===== config.mk =====
export PLATFORM = sky130hd
export DESIGN_NAME = utf8_to_ucs2_width_decoder
export DESIGN_NICKNAME = d
export VERILOG_FILES = /design/src/u8dec_pkg.sv /design/src/u8dec_core.sv /design/src/utf8_to_ucs2_width_decoder.sv
export SDC_FILE = /design/constraint.sdc
export NUM_CORES = 1
export LEC_CHECK = 0
export BUFFER_PORTS_ARGS = -buffer_cell sky130_fd_sc_hd__buf_2
export CAP_MARGIN = 20
export CORE_MARGIN = 2
export CORE_UTILIZATION = 45
export DETAILED_ROUTE_END_ITERATION = 10
export SETUP_SLACK_MARGIN = 0.2
export SYNTH_ARGS = -nofsm -noshare
export SYNTH_HDL_FRONTEND = slang
export SYNTH_HIERARCHICAL = 1
export SYNTH_SLANG_ARGS = --single-unit
export TNS_END_PERCENT = 20

===== constraint.sdc =====
create_clock -name clk -period 4.9 [get_ports clk]
set_clock_uncertainty 0.05 [all_clocks]
set_input_delay 0.245 -clock clk [delete_from_list [all_inputs] [get_ports clk]]
set_output_delay 0.245 -clock clk [all_outputs]
set_load 0.03 [all_outputs]

===== src/u8dec_pkg.sv =====
// Shared types and constants for the UTF-8 to UCS-2 width decoder.
// No dependencies.
`default_nettype none

package u8dec_pkg;

    localparam int ACCUM_BITS = 31;
    localparam int LEFT_BITS  = 3;
    localparam int CODE_BITS  = 16;
    localparam int CW_BITS    = 2;

    localparam logic [7:0] LEAD2_MIN = 8'hC0;
    localparam logic [7:0] LEAD3_MIN = 8'hE0;
    localparam logic [7:0] LEAD4_MIN = 8'hF0;
    localparam logic [7:0] LEAD5_MIN = 8'hF8;
    localparam logic [7:0] LEAD6_MIN = 8'hFC;

    localparam logic [7:0] MASK1 = 8'h7F;
    localparam logic [7:0] MASK2 = 8'h1F;
    localparam logic [7:0] MASK3 = 8'h0F;
    localparam logic [7:0] MASK4 = 8'h07;
    localparam logic [7:0] MASK5 = 8'h03;
    localparam logic [7:0] MASK6 = 8'h01;
    localparam logic [7:0] CONT_MASK = 8'h3F;

    localparam logic [CODE_BITS-1:0] REPL_CODE  = 16'h25A1;
    localparam logic [CODE_BITS-1:0] NARROW_LO  = 16'h0100;
    localparam logic [CODE_BITS-1:0] NARROW_HI  = 16'hFF20;
    localparam logic [CODE_BITS-1:0] TOTAL_MAX  = 16'hFFFF;

    localparam logic [CW_BITS-1:0] CW_NONE   = 2'd0;
    localparam logic [CW_BITS-1:0] CW_NARROW = 2'd1;
    localparam logic [CW_BITS-1:0] CW_WIDE   = 2'd2;

    typedef struct packed {
        logic [CODE_BITS-1:0] code_unit;
        logic [CW_BITS-1:0]   char_width;
        logic                 was_replaced;
        logic                 end_of_string;
    } u8dec_result_t;

endpackage

`default_nettype wire


===== src/u8dec_core.sv =====
// Per-byte decode step: lead classification, continuation append, finish.
// Depends on u8dec_pkg.
`default_nettype none

module u8dec_core
    import u8dec_pkg::*;
(
    input  wire logic [7:0]            byte_in,
    input  wire logic [ACCUM_BITS-1:0] accum,
    input  wire logic [LEFT_BITS-1:0]  left,
    output logic      [ACCUM_BITS-1:0] accum_next,
    output logic      [LEFT_BITS-1:0]  left_next,
    output logic                       emit,
    output u8dec_result_t              result
);

    logic [ACCUM_BITS-1:0] acc_new;
    logic [LEFT_BITS-1:0]  left_new;
    logic [7:0]            mask;
    logic [CODE_BITS-1:0]  code;
    logic                  repl;

    always_comb
    begin
        mask     = MASK1;
        left_new = '0;
        acc_new  = '0;
        if (left == '0)
        begin
            priority if (byte_in < LEAD2_MIN)
            begin
                mask = MASK1; left_new = 3'd0;
            end
            else if (byte_in < LEAD3_MIN)
            begin
                mask = MASK2; left_new = 3'd1;
            end
            else if (byte_in < LEAD4_MIN)
            begin
                mask = MASK3; left_new = 3'd2;
            end
            else if (byte_in < LEAD5_MIN)
            begin
                mask = MASK4; left_new = 3'd3;
            end
            else if (byte_in < LEAD6_MIN)
            begin
                mask = MASK5; left_new = 3'd4;
            end
            else
            begin
                mask = MASK6; left_new = 3'd5;
            end
            acc_new = {{(ACCUM_BITS-8){1'b0}}, byte_in & mask};
        end
        else
        begin
            acc_new  = {accum[ACCUM_BITS-7:0], byte_in[5:0] & CONT_MASK[5:0]};
            left_new = left - 3'd1;
        end
    end

    // finished character
    assign repl = |acc_new[ACCUM_BITS-1:CODE_BITS];
    assign code = repl ? REPL_CODE : acc_new[CODE_BITS-1:0];

    always_comb
    begin
        result = '0;
        if (byte_in == 8'd0)
        begin
            emit                 = 1'b1;
            accum_next           = '0;
            left_next            = '0;
            result.end_of_string = 1'b1;
            result.char_width    = CW_NONE;
        end
        else if (left_new == '0)
        begin
            emit                = 1'b1;
            accum_next          = '0;
            left_next           = '0;
            result.code_unit    = code;
            result.was_replaced = repl;
            result.char_width   = (code < NARROW_LO || code > NARROW_HI) ? CW_NARROW : CW_WIDE;
        end
        else
        begin
            emit       = 1'b0;
            accum_next = acc_new;
            left_next  = left_new;
        end
    end

endmodule

`default_nettype wire


===== src/utf8_to_ucs2_width_decoder.sv =====
// UTF-8 to UCS-2 decoder with display width and running width total.
// Depends on u8dec_pkg and u8dec_core.
//
// Accepts one UTF-8 byte per cycle on a valid/ready request channel. Each byte is
// captured in an input register, decoded by a single combinational step and the
// result, if any, lands in an output register; a stalled output holds the byte in
// the input register, and the block sustains one byte per clock whenever the
// output is taken. Lead bytes emit nothing until the final continuation byte.
// A zero byte ends the string: it emits the total with end_of_string set and clears
// all state, including a partial character. width_total saturates at 0xFFFF; the
// internal sum is WIDTH_COUNT_BITS wide and saturates at its own maximum.
`default_nettype none

module utf8_to_ucs2_width_decoder
    import u8dec_pkg::*;
#(
    parameter int WIDTH_COUNT_BITS = 16
)
(
    input  wire logic                 clk,
    input  wire logic                 rst_n,
    input  wire logic                 in_valid,
    output logic                      in_ready,
    input  wire logic [7:0]           in_byte,
    output logic                      out_valid,
    input  wire logic                 out_ready,
    output logic      [CODE_BITS-1:0] code_unit,
    output logic      [CW_BITS-1:0]   char_width,
    output logic                      was_replaced,
    output logic      [15:0]          width_total,
    output logic                      end_of_string
);

    localparam int W = WIDTH_COUNT_BITS;

    logic [7:0]            byte_reg;
    logic                  byte_valid_reg;
    logic [ACCUM_BITS-1:0] accum_reg, accum_next;
    logic [LEFT_BITS-1:0]  left_reg, left_next;
    logic [W-1:0]          sum_reg, sum_next;
    logic                  out_valid_reg;
    u8dec_result_t         res_reg, res_next;
    logic [15:0]           total_reg, total_next;

    logic                  emit;
    logic                  out_free;
    logic                  advance;
    logic [W:0]            sum_inc;
    logic [W-1:0]          sum_sat;
    logic [W-1:0]          total_src;

    u8dec_core u_core (
        .byte_in    (byte_reg),
        .accum      (accum_reg),
        .left       (left_reg),
        .accum_next (accum_next),
        .left_next  (left_next),
        .emit       (emit),
        .result     (res_next)
    );

    assign out_free = !out_valid_reg || out_ready;
    assign advance  = byte_valid_reg && (!emit || out_free);
    assign in_ready = !byte_valid_reg || advance;

    assign sum_inc   = {1'b0, sum_reg} + {{(W+1-CW_BITS){1'b0}}, res_next.char_width};
    assign sum_sat   = sum_inc[W] ? {W{1'b1}} : sum_inc[W-1:0];
    assign total_src = res_next.end_of_string ? sum_reg : sum_sat;
    assign sum_next  = res_next.end_of_string ? '0 : (emit ? sum_sat : sum_reg);

    generate
        if (W > 16)
        begin : g_wide
            assign total_next = (|total_src[W-1:16]) ? TOTAL_MAX : total_src[15:0];
        end
        else if (W == 16)
        begin : g_exact
            assign total_next = total_src;
        end
        else
        begin : g_narrow
            assign total_next = {{(16-W){1'b0}}, total_src};
        end
    endgenerate

    always_ff @(posedge clk or negedge rst_n)
    begin
        if (!rst_n)
        begin
            byte_valid_reg <= 1'b0;
            accum_reg      <= '0;
            left_reg       <= '0;
            sum_reg        <= '0;
            out_valid_reg  <= 1'b0;
        end
        else
        begin
            if (in_ready)
                byte_valid_reg <= in_valid;
            if (advance)
            begin
                accum_reg <= accum_next;
                left_reg  <= left_next;
                sum_reg   <= sum_next;
            end
            if (advance && emit)
                out_valid_reg <= 1'b1;
            else if (out_ready)
                out_valid_reg <= 1'b0;
        end
    end

    always_ff @(posedge clk)
    begin
        if (in_ready && in_valid)
            byte_reg <= in_byte;
        if (advance && emit)
        begin
            res_reg   <= res_next;
            total_reg <= total_next;
        end
    end

    assign out_valid     = out_valid_reg;
    assign code_unit     = res_reg.code_unit;
    assign char_width    = res_reg.char_width;
    assign was_replaced  = res_reg.was_replaced;
    assign end_of_string = res_reg.end_of_string;
    assign width_total   = total_reg;

endmodule

`default_nettype wire

# Word level (Yosys, flattened, before mapping)
# Cells that the tools add are included.
[word_totals] reg_bits=90 inputBits=12 out_inout_bits=38 wordCells=70
[op_classes] addsub=2 n_lt_le_gt_ge=7 muxes=30 bitwise=2 n_reduce_logical=18
[op_table] op="16-bit two-way mux" n=5
[op_table] op="25-bit two-way mux" n=2
[op_table] op="8-bit less-than comparator (second input constant)" n=5
[op_table] op="8-bit two-way mux" n=5
[op_table] op="31-bit two-way mux" n=1
[op_table] op="3-bit two-way mux" n=8
[op_table] op="16-bit by 2-bit adder with 17-bit output" n=1
[op_table] op="16-bit greater-than comparator (second input constant)" n=1
[op_table] op="16-bit by 9-bit less-than comparator with 1-bit output (second input constant)" n=1
[op_table] op="15-bit OR reduction" n=1
[op_table] op="8-bit bitwise AND" n=1
[op_table] op="8-bit logical NOT" n=1
[op_table] op="3-bit logical NOT" n=2
[op_table] op="1-bit two-way mux" n=6
[op_table] op="2-bit two-way mux" n=3
[op_table] op="1-bit logical OR" n=4
[op_table] op="2-bit nonzero test" n=2
[op_table] op="1-bit logical AND" n=3
[op_table] op="1-bit logical NOT" n=3
[op_table] op="3-bit by 1-bit subtractor with 3-bit output (second input constant)" n=1
[op_table] op="2-bit AND reduction" n=1
[op_table] op="2-bit OR reduction" n=1
[op_table] op="1-bit NOT" n=1

# Logic depth before layout (Yosys ltp)
# Gate-level depths: netlist of run 1.
[depth] ltp_word=20 mapped_depth=16 ltp_nobuf=13

# By module
# Netlist of run 1, hierarchy kept.
[by_module_without_submodules] module="utf8_to_ucs2_width_decoder" n_inst=1 cells_each=300 area_per_inst_um2=4077.7 seq_area_each_um2=2622.5
[by_module_without_submodules] module="u8dec_core" n_inst=1 cells_each=125 area_per_inst_um2=739.5 seq_area_each_um2=0.0

# Worst setup path after synthesis of run 1
# OpenSTA, ideal clock, no wires.
[synth_path] path_kind="register -> register" start="register left_reg[0]" end="register sum_reg[13]" setup_ps=89 t_arrival_ps=3880 required_time_ps=4761 path_slack_ps=881 path_stages_with_launch=11 n_path_buf=1 period_less_slack_ps=4019 cell_sequence="dfrtp_1 > inv_1 > ha_1 > nand2_1 > a2111oi_4 > or2_1 > buf_2 > nand2_1 > nor2_1 > a31oi_1 > a211oi_2"
[synth_via] word_cells_on_any_way=24 classes_between="add/sub (2); order compare (2); mux (11); reduce/logical (9)"
[synth_lines] item="start, declared" line_no="utf8_to_ucs2_width_decoder.sv:39" text="logic [LEFT_BITS-1:0] left_reg, left_next;"
[synth_lines] item="start signal, assigned" line_no="utf8_to_ucs2_width_decoder.sv:103" text="left_reg <= left_next;"
[synth_lines] item="3-bit by 1-bit subtractor with 3-bit output / 3-bit logical NOT (equally long branches)" line_no="u8dec_core.sv:59, u8dec_core.sv:28"
[synth_lines] item="3-bit two-way mux (*)" line_no="u8dec_core.sv:28" text="if (left == '0)"
[synth_lines] item="3-bit logical NOT (*)" line_no="u8dec_core.sv:78" text="else if (left_new == '0)"
[synth_lines] item="1-bit two-way mux (*)" line_no="u8dec_core.sv:78"
[synth_lines] item="1-bit two-way mux (*)" line_no="u8dec_core.sv:70" text="if (byte_in == 8'd0)"
[synth_lines] item="via emit" line_no="utf8_to_ucs2_width_decoder.sv:45" text="logic emit;"
[synth_lines] item="1-bit logical NOT" line_no="utf8_to_ucs2_width_decoder.sv:63" text="assign advance = byte_valid_reg && (!emit || out_free);"
[synth_lines] item="1-bit logical OR" line_no="utf8_to_ucs2_width_decoder.sv:63"
[synth_lines] item="1-bit logical AND" line_no="utf8_to_ucs2_width_decoder.sv:63"
[synth_lines] item="2-bit AND reduction (no line) (*)"
[synth_lines] item="end signal, assigned" line_no="utf8_to_ucs2_width_decoder.sv:104" text="sum_reg <= sum_next;"
[synth_lines] item="end, declared" line_no="utf8_to_ucs2_width_decoder.sv:40" text="logic [W-1:0] sum_reg, sum_next;"
# The timed path passes the listed nets; every way through them passes the cells marked *. The select of a mux whose other input is x is not followed.
# A chain may end at the register's enable or synchronous reset.

==> results of run 1 <==
## worst min path at each step
stage / end / slack [ns] / cells past startpoint
after floorplan: accum_reg[0] / -0.10 / 0
after global placement: accum_reg[16] / 0.34 / 2
after detailed placement: accum_reg[16] / 0.34 / 2
after CTS: byte_reg[5] / 0.006 / 1
after global routing: byte_valid_reg / 0.03 / 2
final: byte_valid_reg / 0.05 / 2
## metal layers
metal	GRT usage	wire, um	vias up
met1	0.2586	4571	1653
li1	-	-	1620
met5	0	0	-
met3	0.03681	362	11
met2	0.3277	5103	75
met4	0.06190	126	0
## area by class of cell
type	instances	area share
clock inverter	6	0.01998
tap	133	0.03164
inverter	13	0.009277
timing repair buffer	68	0.07802
clock buffer	10	0.02426
sequential	90	0.4700
multi-input combinational	280	0.3668
## power by group through the flow
stage	clock network, uW	logic, uW	registers (uW)
global route	643	1400	1270
floorplan	0	779	1400
detailed placement	0	1260	1250
global placement	0	1230	1250
finish	596	1260	1240
CTS	614	1270	1240
## worst reg2reg max path, stage by stage, from the launching register on
cell	delay, ns
dfrtp_1	0.40
inv_1	0.11
ha_1	0.22
nor2b_2	0.33
a41oi_2	0.16
or4_4	0.54
a31oi_1	0.30
inv_1	0.11
fa_1	0.48
nand3b_1	0.31
buf_4	0.24
or4_1	0.68
a21o_1	0.22
a21oi_1	0.13
## metrics by stage
stage / power (uW) / hold slack, ns
after floorplan: 2178 / -0.1006
after global placement: 2482 / 0.3431
after detailed placement: 2505 / 0.3396
after CTS: 3118 / 0.005706
after global routing: 3310 / 0.02838
final: 3098 / 0.04727
## timing repair
item	4_1_cts	5_1_grt
resized for setup	0	0
endpoints found under the hold margin	53	1
hold buffers	8	1
setup buffers	0	0
==> flow_metrics.env, run 1 <==
export IMPL_power_share_sequential=0.400
export IMPL_drv_cap=0
export IMPL_combPwrFrac=0.408
export IMPL_crit_chain="inv_1 > ha_1 > nor2b_2 > a41oi_2 > or4_4 > a31oi_1 > inv_1 > fa_1 > nand3b_1 > buf_4 > or4_1 > a21o_1 > a21oi_1"
export IMPL_grt_pass1_wl_mm=16.97
export IMPL_worst_setup_path_type="reg -> reg"
export IMPL_relSlewSlack=0.5887
export IMPL_mostFrequentLayoutCell="buf_2"
export IMPL_fin_tns_setup_ns=0
export IMPL_cp_start_kind="flip-flop"
export IMPL_crit_path_max_incr_delay_ns=0.68
export IMPL_io_buffers=49
export IMPL_clock_latency_ns=0.36
export IMPL_critical_path_top_delay_family="simple AND/OR/NAND/NOR gates"
export IMPL_gp_congestion=0.9117
export IMPL_crit_slowest_cell="or4_1"
export IMPL_finalNetCount=479
export IMPL_die_x_um=104.7
export IMPL_cellLeakagePower_uw=0.002232
export IMPL_postSynthAreaPerCell_um2=11.21
export IMPL_grt_ovfl_total=0
export IMPL_ant_nets=0
export IMPL_finalHoldViolCount=0
export IMPL_hp_class="in -> reg"
export IMPL_vias_per_cell=5.598
export IMPL_tightest_slew_ns=0.6169
export IMPL_r2r_start="left_reg[0]"
export IMPL_clk_pin_slew_ns=0.08
export IMPL_swShare=0.3932
export IMPL_cts_tree="yes"
export IMPL_post_place_ws_ns=0.5710
export IMPL_cp_depth=13
export IMPL_grt_usage=0.1959
export IMPL_fin_util=0.5357
export IMPL_synth_nets=424
export IMPL_firstDrtPassIters=4
export IMPL_drive_gt1_frac=0.2484
export IMPL_finalCritPeriodShare=0.9027
export IMPL_drv_slew=0
export IMPL_dp_hpwl_mm=7.114
export IMPL_antennaDiodeCount=0
export IMPL_vdd_drop_max_uv=361.5
export IMPL_multi_input_area_um2=1929
export IMPL_fill_cells=892
export IMPL_clockBufferDepth=2
export IMPL_seq_area_um2=2472
export IMPL_syn_area_um2=4562
export IMPL_min_delay_start="in_valid"
export IMPL_initial_core_util=0.4646
export IMPL_cp_end_kind="flip-flop"
export IMPL_die_y_um=104.7
export IMPL_grt_pass1_vias=3308
export IMPL_remaining_drc_errors=0
export IMPL_reg2reg_depth=13
export IMPL_synth_cells=407
export IMPL_grt_max_degree=47
export IMPL_cpMostUsedCell="inv_1"
export IMPL_place_area_um2=4937
export IMPL_cts_htree_levels=3
export IMPL_powerDensity_nw_per_um2=588.9
export IMPL_startpoint="left_reg[0]"
export IMPL_fmax_ghz=0.2261
export IMPL_instances_no_fill=600
export IMPL_most_common_layout_cells="buf_2, dfrtp_1, edfxtp_1"
export IMPL_largest_register_ffs=25
export IMPL_finalSetupViolCount=0
export IMPL_arrival_ns=4.58
export IMPL_p_int_uw=1880
export IMPL_core_um2=9819
export IMPL_clkPwrFrac=0.192
export IMPL_status="completed"
export IMPL_layout_min_cycle_time_ns=4.423
export IMPL_critPathBufInv=3
export IMPL_io_pins=50
export IMPL_first_iter_violations=166
export IMPL_vias=3359
export IMPL_rsz0062_at_grt="false"
export IMPL_yosysWarnings=6
export IMPL_wirelength_mm=10.16
export IMPL_cts_buffers=9
export IMPL_worstPathMaxFanout=9
export IMPL_area_growth_pct=15.30
export IMPL_dp_cells=575
export IMPL_cts_sinks=90
export IMPL_r2r_setup_slack_ns=0.48
export IMPL_antenna_found_initial=0
export IMPL_rows=36
export IMPL_worstReg2RegEnd="width_total[5]"
export IMPL_cp_data_required_time_ns=5.06
export IMPL_root_buffer="clkbuf_8"
export IMPL_crit_end="width_total[5]"
export IMPL_routedWlPerCell_um=16.94
export IMPL_fin_area_um2=5260
export IMPL_setup_slack_ns=0.4768
export IMPL_dieArea_um2=10960
export IMPL_switchingPower_uw=1218
Note: power is estimated with default switching activity, not from simulation.
==> inputs of run 2 (changes only) <==
Settings changed: SYNTH_HIERARCHICAL 1 to not set.
==> run 2 against run 1 <==
Sequential share of layout area increased by 4.7 points; sequential power decreased by 4%; clock power decreased by 21%; worst setup slack improved by 0.21 ns; global-route usage about the same; clock-buffer cell count decreased by 1; worst hold slack got worse by 0.036 ns; power decreased by 11%; via count decreased by 5.6%; core utilization decreased by 1.0 points; critical path type unchanged; critical endpoint unchanged; highest routed layer unchanged.
==> flow_metrics.env, run 2 <==
export IMPL_gp_congestion=0.8364
export IMPL_first_iter_violations=160
export IMPL_remaining_drc_errors=0
export IMPL_cp_start_kind="flip-flop"
export IMPL_finalCritPeriodShare=0.8589
export IMPL_antennaDiodeCount=0
export IMPL_clock_latency_ns=0.36
export IMPL_cts_tree="yes"
export IMPL_grtUsageMet3=0.03134
export IMPL_synth_top_area_cell="edfxtp_1"
export IMPL_min_delay_start="in_byte[4]"
export IMPL_yosysTopAreaCellShare=0.3168
export IMPL_postSynthAreaPerCell_um2=11.62
export IMPL_die_x_um=100.3
export IMPL_cts_sinks=90
export IMPL_wirelength_mm=9.480
export IMPL_p_total_uw=2766
export IMPL_largest_register_ffs=25
export IMPL_drv_cap=0
export IMPL_drive_gt1_frac=0.1976
export IMPL_cts_buffers=9
export IMPL_status="completed"
export IMPL_cts_resized=0
export IMPL_clk_pin_slew_ns=0.09
export IMPL_fill_cells=829
export IMPL_drv_slew=0
export IMPL_synth_ff_type="dfrtp_1"
export IMPL_dieArea_um2=10050
export IMPL_root_buffer="clkbuf_8"
export IMPL_finalHoldViolCount=0
export IMPL_io_buffers=49
export IMPL_rsz0062_at_grt="false"
export IMPL_powerDensity_nw_per_um2=578.1
export IMPL_finalSetupViolCount=0
export IMPL_finalNetCount=432
export IMPL_tightest_slew_ns=1.043
export IMPL_arrival_ns=4.24
export IMPL_yosys_top_cells_area="edfxtp_1, dfrtp_1, a22o_1"
export IMPL_vias_per_cell=5.974
export IMPL_cp_end_kind="flip-flop"
export IMPL_io_pins=50
export IMPL_grt_use_met1=0.2824
export IMPL_fin_util=0.5253
export IMPL_grt_max_degree=47
export IMPL_grt_ovfl_total=0
export IMPL_routedWlPerCell_um=17.85
export IMPL_synth_nets=376
export IMPL_firstDrtPassIters=4
export IMPL_core_um2=9109
export IMPL_cts_hold_buf=8
export IMPL_reg2reg_depth=14
export IMPL_worstPathMaxFanout=22
export IMPL_cp_data_required_time_ns=4.93
export IMPL_antenna_found_initial=0
export IMPL_async_flop_share=0.5111
export IMPL_relSlewSlack=0.3050
export IMPL_grt_met2_usage=0.2963
export IMPL_yosysMostFrequentCell="dfrtp_1"
export IMPL_most_common_layout_cells="buf_2, dfrtp_1, edfxtp_1"
export IMPL_ant_nets=0
export IMPL_worstHoldEndpoint="byte_reg[4]"
export IMPL_ys_ff_latch=90
export IMPL_synth_seq_area_share=0.5929
export IMPL_fin_tns_setup_ns=0
export IMPL_r2r_setup_slack_ns=0.69
export IMPL_rows=35
export IMPL_synth_edf_count=44
export IMPL_worstReg2RegEnd="width_total[5]"
export IMPL_worst_setup_path_type="reg -> reg"
export IMPL_synth_cells=359
export IMPL_die_y_um=100.3
export IMPL_synth_common_cells="dfrtp_1, edfxtp_1, a21oi_1, nand2_1"
export IMPL_layout_min_cycle_time_ns=4.208
export IMPL_cellLeakagePower_uw=0.001971
export IMPL_yosysWarnings=0
export IMPL_initial_core_util=0.4578
export IMPL_grt_usage=0.1957
export IMPL_mostFrequentLayoutCell="buf_2"
export IMPL_fmax_ghz=0.2376
export IMPL_grt_pass1_wl_mm=15.35
export IMPL_area_growth_pct=14.73
export IMPL_syn_area_um2=4170
export IMPL_r2r_start="byte_reg[4]"
export IMPL_clockBufferDepth=2
export IMPL_cts_setup_buffers=0
export IMPL_grt_pass1_vias=3081
export IMPL_vias=3172
export IMPL_cts_htree_levels=3
export IMPL_ys_types=50
export IMPL_vdd_drop_max_uv=270.4
export IMPL_grt_busiest_layer="met2"
export IMPL_hold_path_cell_count=1
export IMPL_hp_class="in -> reg"
export IMPL_dp_hpwl_mm=6.203
[run 2: final cells by class]
type                    instances  area (um2)  share of cell area
repair buffers                 66       392.9             0.08211
clock inverters                 7       51.30             0.01072
multi-input cells             237        1563              0.3266
inverters                      11       42.54            0.008891
clock buffers                   9       123.9             0.02589
flip-flops and latches         90        2472              0.5167
well taps                     111       138.9             0.02903
[run 2: layer usage]
metal	vias up	share of wire
met5	-	0
met3	17	0.044
li1	1510	-
met4	0	0.020
met1	1556	0.49
met2	89	0.44
[run 2: cells by family after synthesis]
kind of cell	count (synthesis)	synth area share
AND/OR/NAND/NOR	112	0.1497
flip-flops	90	0.5929
multiplexers	5	0.01320
AO/OA/AOI/OAI	115	0.1950
adder cells (fa/ha/maj)	5	0.01680
buffers and inverters	32	0.03240
[run 2: report_power, final]
part           switching (uW)  internal [uW]  total (uW)  leakage (uW)
Clock                     279            189         468     0.0000909
Combinational             750            355        1110      0.000842
Sequential                131           1060        1190       0.00104
Total                    1160           1610        2770       0.00197
[run 2: worst max-delay path: stages (launching register included)]
cell and delay [ns]:
edfxtp_1 0.47, or4_1 0.57, or3_4 0.52, nand4_1 0.14, buf_4 0.18, nand2b_1 0.16, a21oi_1 0.07, ha_1 0.21
inv_1 0.07, fa_1 0.24, and3b_1 0.27, nand2_1 0.13, nor2_1 0.08, nor2_1 0.56, a41oi_1 0.21
[run 2: how the worst max path moves through the flow]
stage | end | slack [ns] | depth (start not counted) | from
final | width_total[5] | 0.69 | 14 | byte_reg[4]
after global routing | width_total[11] | 0.37 | 12 | accum_reg[15]
after CTS | width_total[5] | 0.73 | 14 | byte_reg[4]
after detailed placement | width_total[5] | 0.76 | 14 | byte_reg[4]
after global placement | width_total[5] | 0.83 | 14 | byte_reg[4]
after floorplan | width_total[5] | 1.14 | 15 | byte_reg[4]
[run 2: per-stage QoR]
| stage | worst slack (ns) | std cells | instance area (um2) | hold WS, ns |
|---|---|---|---|---|
| 2_1_floorplan | 1.139 | 359 | 4170 | -0.1006 |
| 4_1_cts | 0.7303 | 531 | 4785 | 0.001632 |
| 3_3_place_gp | 0.8275 | 507 | 4529 | 0.3347 |
| 5_1_grt | 0.3662 | 531 | 4785 | 0.004438 |
| 6_report | 0.6915 | 531 | 4785 | 0.01155 |
| 3_5_place_dp | 0.7575 | 507 | 4529 | 0.3313 |
==> inputs of run 3 (changes only) <==
Settings changed: PLACE_DENSITY set to 0.63.
==> run 3 against run 2 <==
Clock-buffer cell count up 3; sequential share of layout area down 0.081 points; fmax down 1.6%; core utilization up 0.082 points; final cell count down 0.75%; worst hold slack better by 0.0074 ns; non-clock buffer count down 4; register-to-register slack worse by 0.07 ns; global-route usage down 0.39 points; sequential cell count unchanged; via count up 0.28%; critical path type unchanged.
==> flow_metrics.env, run 3 (synthesis gave the netlist of run 2 again) <==
export IMPL_relSlewSlack=0.3536
export IMPL_die_x_um=100.3
export IMPL_cp_end_kind="flip-flop"
export IMPL_grt_pass1_vias=2958
export IMPL_dieArea_um2=10050
export IMPL_core_um2=9109
export IMPL_drive_gt1_frac=0.1995
export IMPL_cp_data_required_time_ns=4.92
export IMPL_grt_ovfl_total=0
export IMPL_crit_chain="or4_1 > or3_4 > nand4_1 > buf_4 > nand2b_1 > a21oi_1 > ha_1 > inv_1 > fa_1 > and3b_1 > nand2_1 > nor2_1 > nor2_1 > a41oi_1"
export IMPL_clk_pin_slew_ns=0.09
export IMPL_antenna_found_initial=0
export IMPL_vias_per_cell=6.036
export IMPL_startpoint="byte_reg[4]"
export IMPL_finalNetCount=428
export IMPL_layout_min_cycle_time_ns=4.276
export IMPL_dp_hpwl_mm=6.140
export IMPL_initial_core_util=0.4578
export IMPL_dp_cells=507
export IMPL_firstDrtPassIters=5
export IMPL_instances_no_fill=527
export IMPL_status="completed"
export IMPL_largest_register_ffs=25
export IMPL_multi_input_area_um2=1563
export IMPL_finalSetupViolCount=0
export IMPL_post_place_ws_ns=0.7068
export IMPL_cp_start_kind="flip-flop"
export IMPL_rsz0062_at_grt="false"
export IMPL_grt_max_degree=47
export IMPL_antennaDiodeCount=0
export IMPL_fin_tns_setup_ns=0
export IMPL_critPathBufInv=2
export IMPL_area_growth_pct=14.91
export IMPL_worst_setup_path_type="reg -> reg"
export IMPL_r2r_start="byte_reg[4]"
export IMPL_root_buffer="clkbuf_8"
export IMPL_clock_latency_ns=0.35
export IMPL_cts_sinks=90
export IMPL_crit_path_max_incr_delay_ns=0.58
export IMPL_mostFrequentLayoutCell="buf_2"
export IMPL_hp_class="in -> reg"
export IMPL_die_y_um=100.3
export IMPL_finalHoldViolCount=0
export IMPL_gp_congestion=0.8201
export IMPL_vdd_drop_max_uv=292.6
export IMPL_cellLeakagePower_uw=0.001978
export IMPL_rows=35
export IMPL_arrival_ns=4.29
export IMPL_seq_area_um2=2472
export IMPL_routedWlPerCell_um=17.48
export IMPL_cts_tree="yes"
export IMPL_cts_setup_buffers=0
export IMPL_worstPathMaxFanout=22
export IMPL_vias=3181
export IMPL_wirelength_mm=9.210
export IMPL_clockBufferDepth=2
export IMPL_finalCritPeriodShare=0.8726
export IMPL_min_delay_start="in_byte[1]"
export IMPL_fill_cells=827
export IMPL_most_common_layout_cells="buf_2, dfrtp_1, edfxtp_1"
export IMPL_grt_pass1_wl_mm=15.15
export IMPL_cts_htree_levels=3
export IMPL_drv_slew=0
export IMPL_setup_slack_ns=0.6245
export IMPL_ant_nets=0
export IMPL_critical_path_top_delay_family="simple AND/OR/NAND/NOR gates"
export IMPL_cpMostUsedCell="nor2_1"
export IMPL_cts_buffers=9
export IMPL_io_buffers=49
export IMPL_drv_cap=0
export IMPL_grt_usage=0.1918
export IMPL_tightest_slew_ns=0.9694
export IMPL_remaining_drc_errors=0
export IMPL_io_pins=50
export IMPL_fmax_ghz=0.2339
export IMPL_first_iter_violations=213
export IMPL_powerDensity_nw_per_um2=587.5
export IMPL_crit_slowest_cell="or4_1"
export IMPL_fin_util=0.5261
[run 3: cell count changes in the layout (fill, tap and decap cells not counted)]
cell | previous run | this run
clkbuf_16 | 0 | 2
inv_6 | 2 | 3
clkbuf_8 | 9 | 10
inv_4 | 2 | 0
clkinv_2 | 2 | 1
dlygate4sd3_1 | 8 | 4
clkinvlp_4 | 1 | 0
[run 3: power breakdown]
part           leakage, uW  total [uW]  switching (uW)  internal (uW)
sequential         0.00104        1190             131           1060
clock             0.000114         538             271            267
combinational     0.000827        1080             732            353
[run 3: per-layer routing]
layer | vias up | GRT usage | routed length [um]
met5 | - | 0 | 0
met4 | 0 | 0.05479 | 75
met3 | 6 | 0.03273 | 532
met2 | 102 | 0.2731 | 4062
met1 | 1569 | 0.3013 | 4540
li1 | 1504 | - | -
[run 3: worst reg2reg max path, stage by stage, from the launching register on]
cell and delay, ns:
edfxtp_1 0.47, or4_1 0.58, or3_4 0.52, nand4_1 0.15, buf_4 0.17, nand2b_1 0.16, a21oi_1 0.07, ha_1 0.21
inv_1 0.07, fa_1 0.25, and3b_1 0.28, nand2_1 0.14, nor2_1 0.08, nor2_1 0.58, a41oi_1 0.22
[run 3: through the flow]
stage | hold WS, ns | power, uW | area (um2)
6_report | 0.01894 | 2816 | 4792
5_1_grt | 0.002643 | 2991 | 4792
4_1_cts | 0.0005568 | 2833 | 4772
3_5_place_dp | 0.3374 | 2291 | 4529
3_3_place_gp | 0.3435 | 2280 | 4529
2_1_floorplan | -0.1006 | 1973 | 4170
[run 3: worst paths after layout]
kind	cells past startpoint	end	slack (ns)
worst max-delay path	14	width_total[5]	0.62
worst min-delay path	1	byte_reg[1]	0.02
worst max register to register	14	width_total[5]	0.62
worst min register to register	1	accum_reg[20]	0.47
max in group asynchronous	3	sum_reg[1]	3.92
min in group asynchronous	3	accum_reg[4]	0.47
[run 3: area by class of cell]
| type | instances | share of cell area |
|---|---|---|
| clock inverters | 4 | 0.007311 |
| inverters | 11 | 0.008877 |
| well taps | 111 | 0.02898 |
| multi-input cells | 237 | 0.3261 |
| repair buffers | 62 | 0.07363 |
| clock buffers | 12 | 0.03916 |
| flip-flops and latches | 90 | 0.5159 |
[run 3: timing repair]
item	CTS	global route
hold buffers	2	2
endpoints found under the hold margin	47	2
resized for setup	0	0
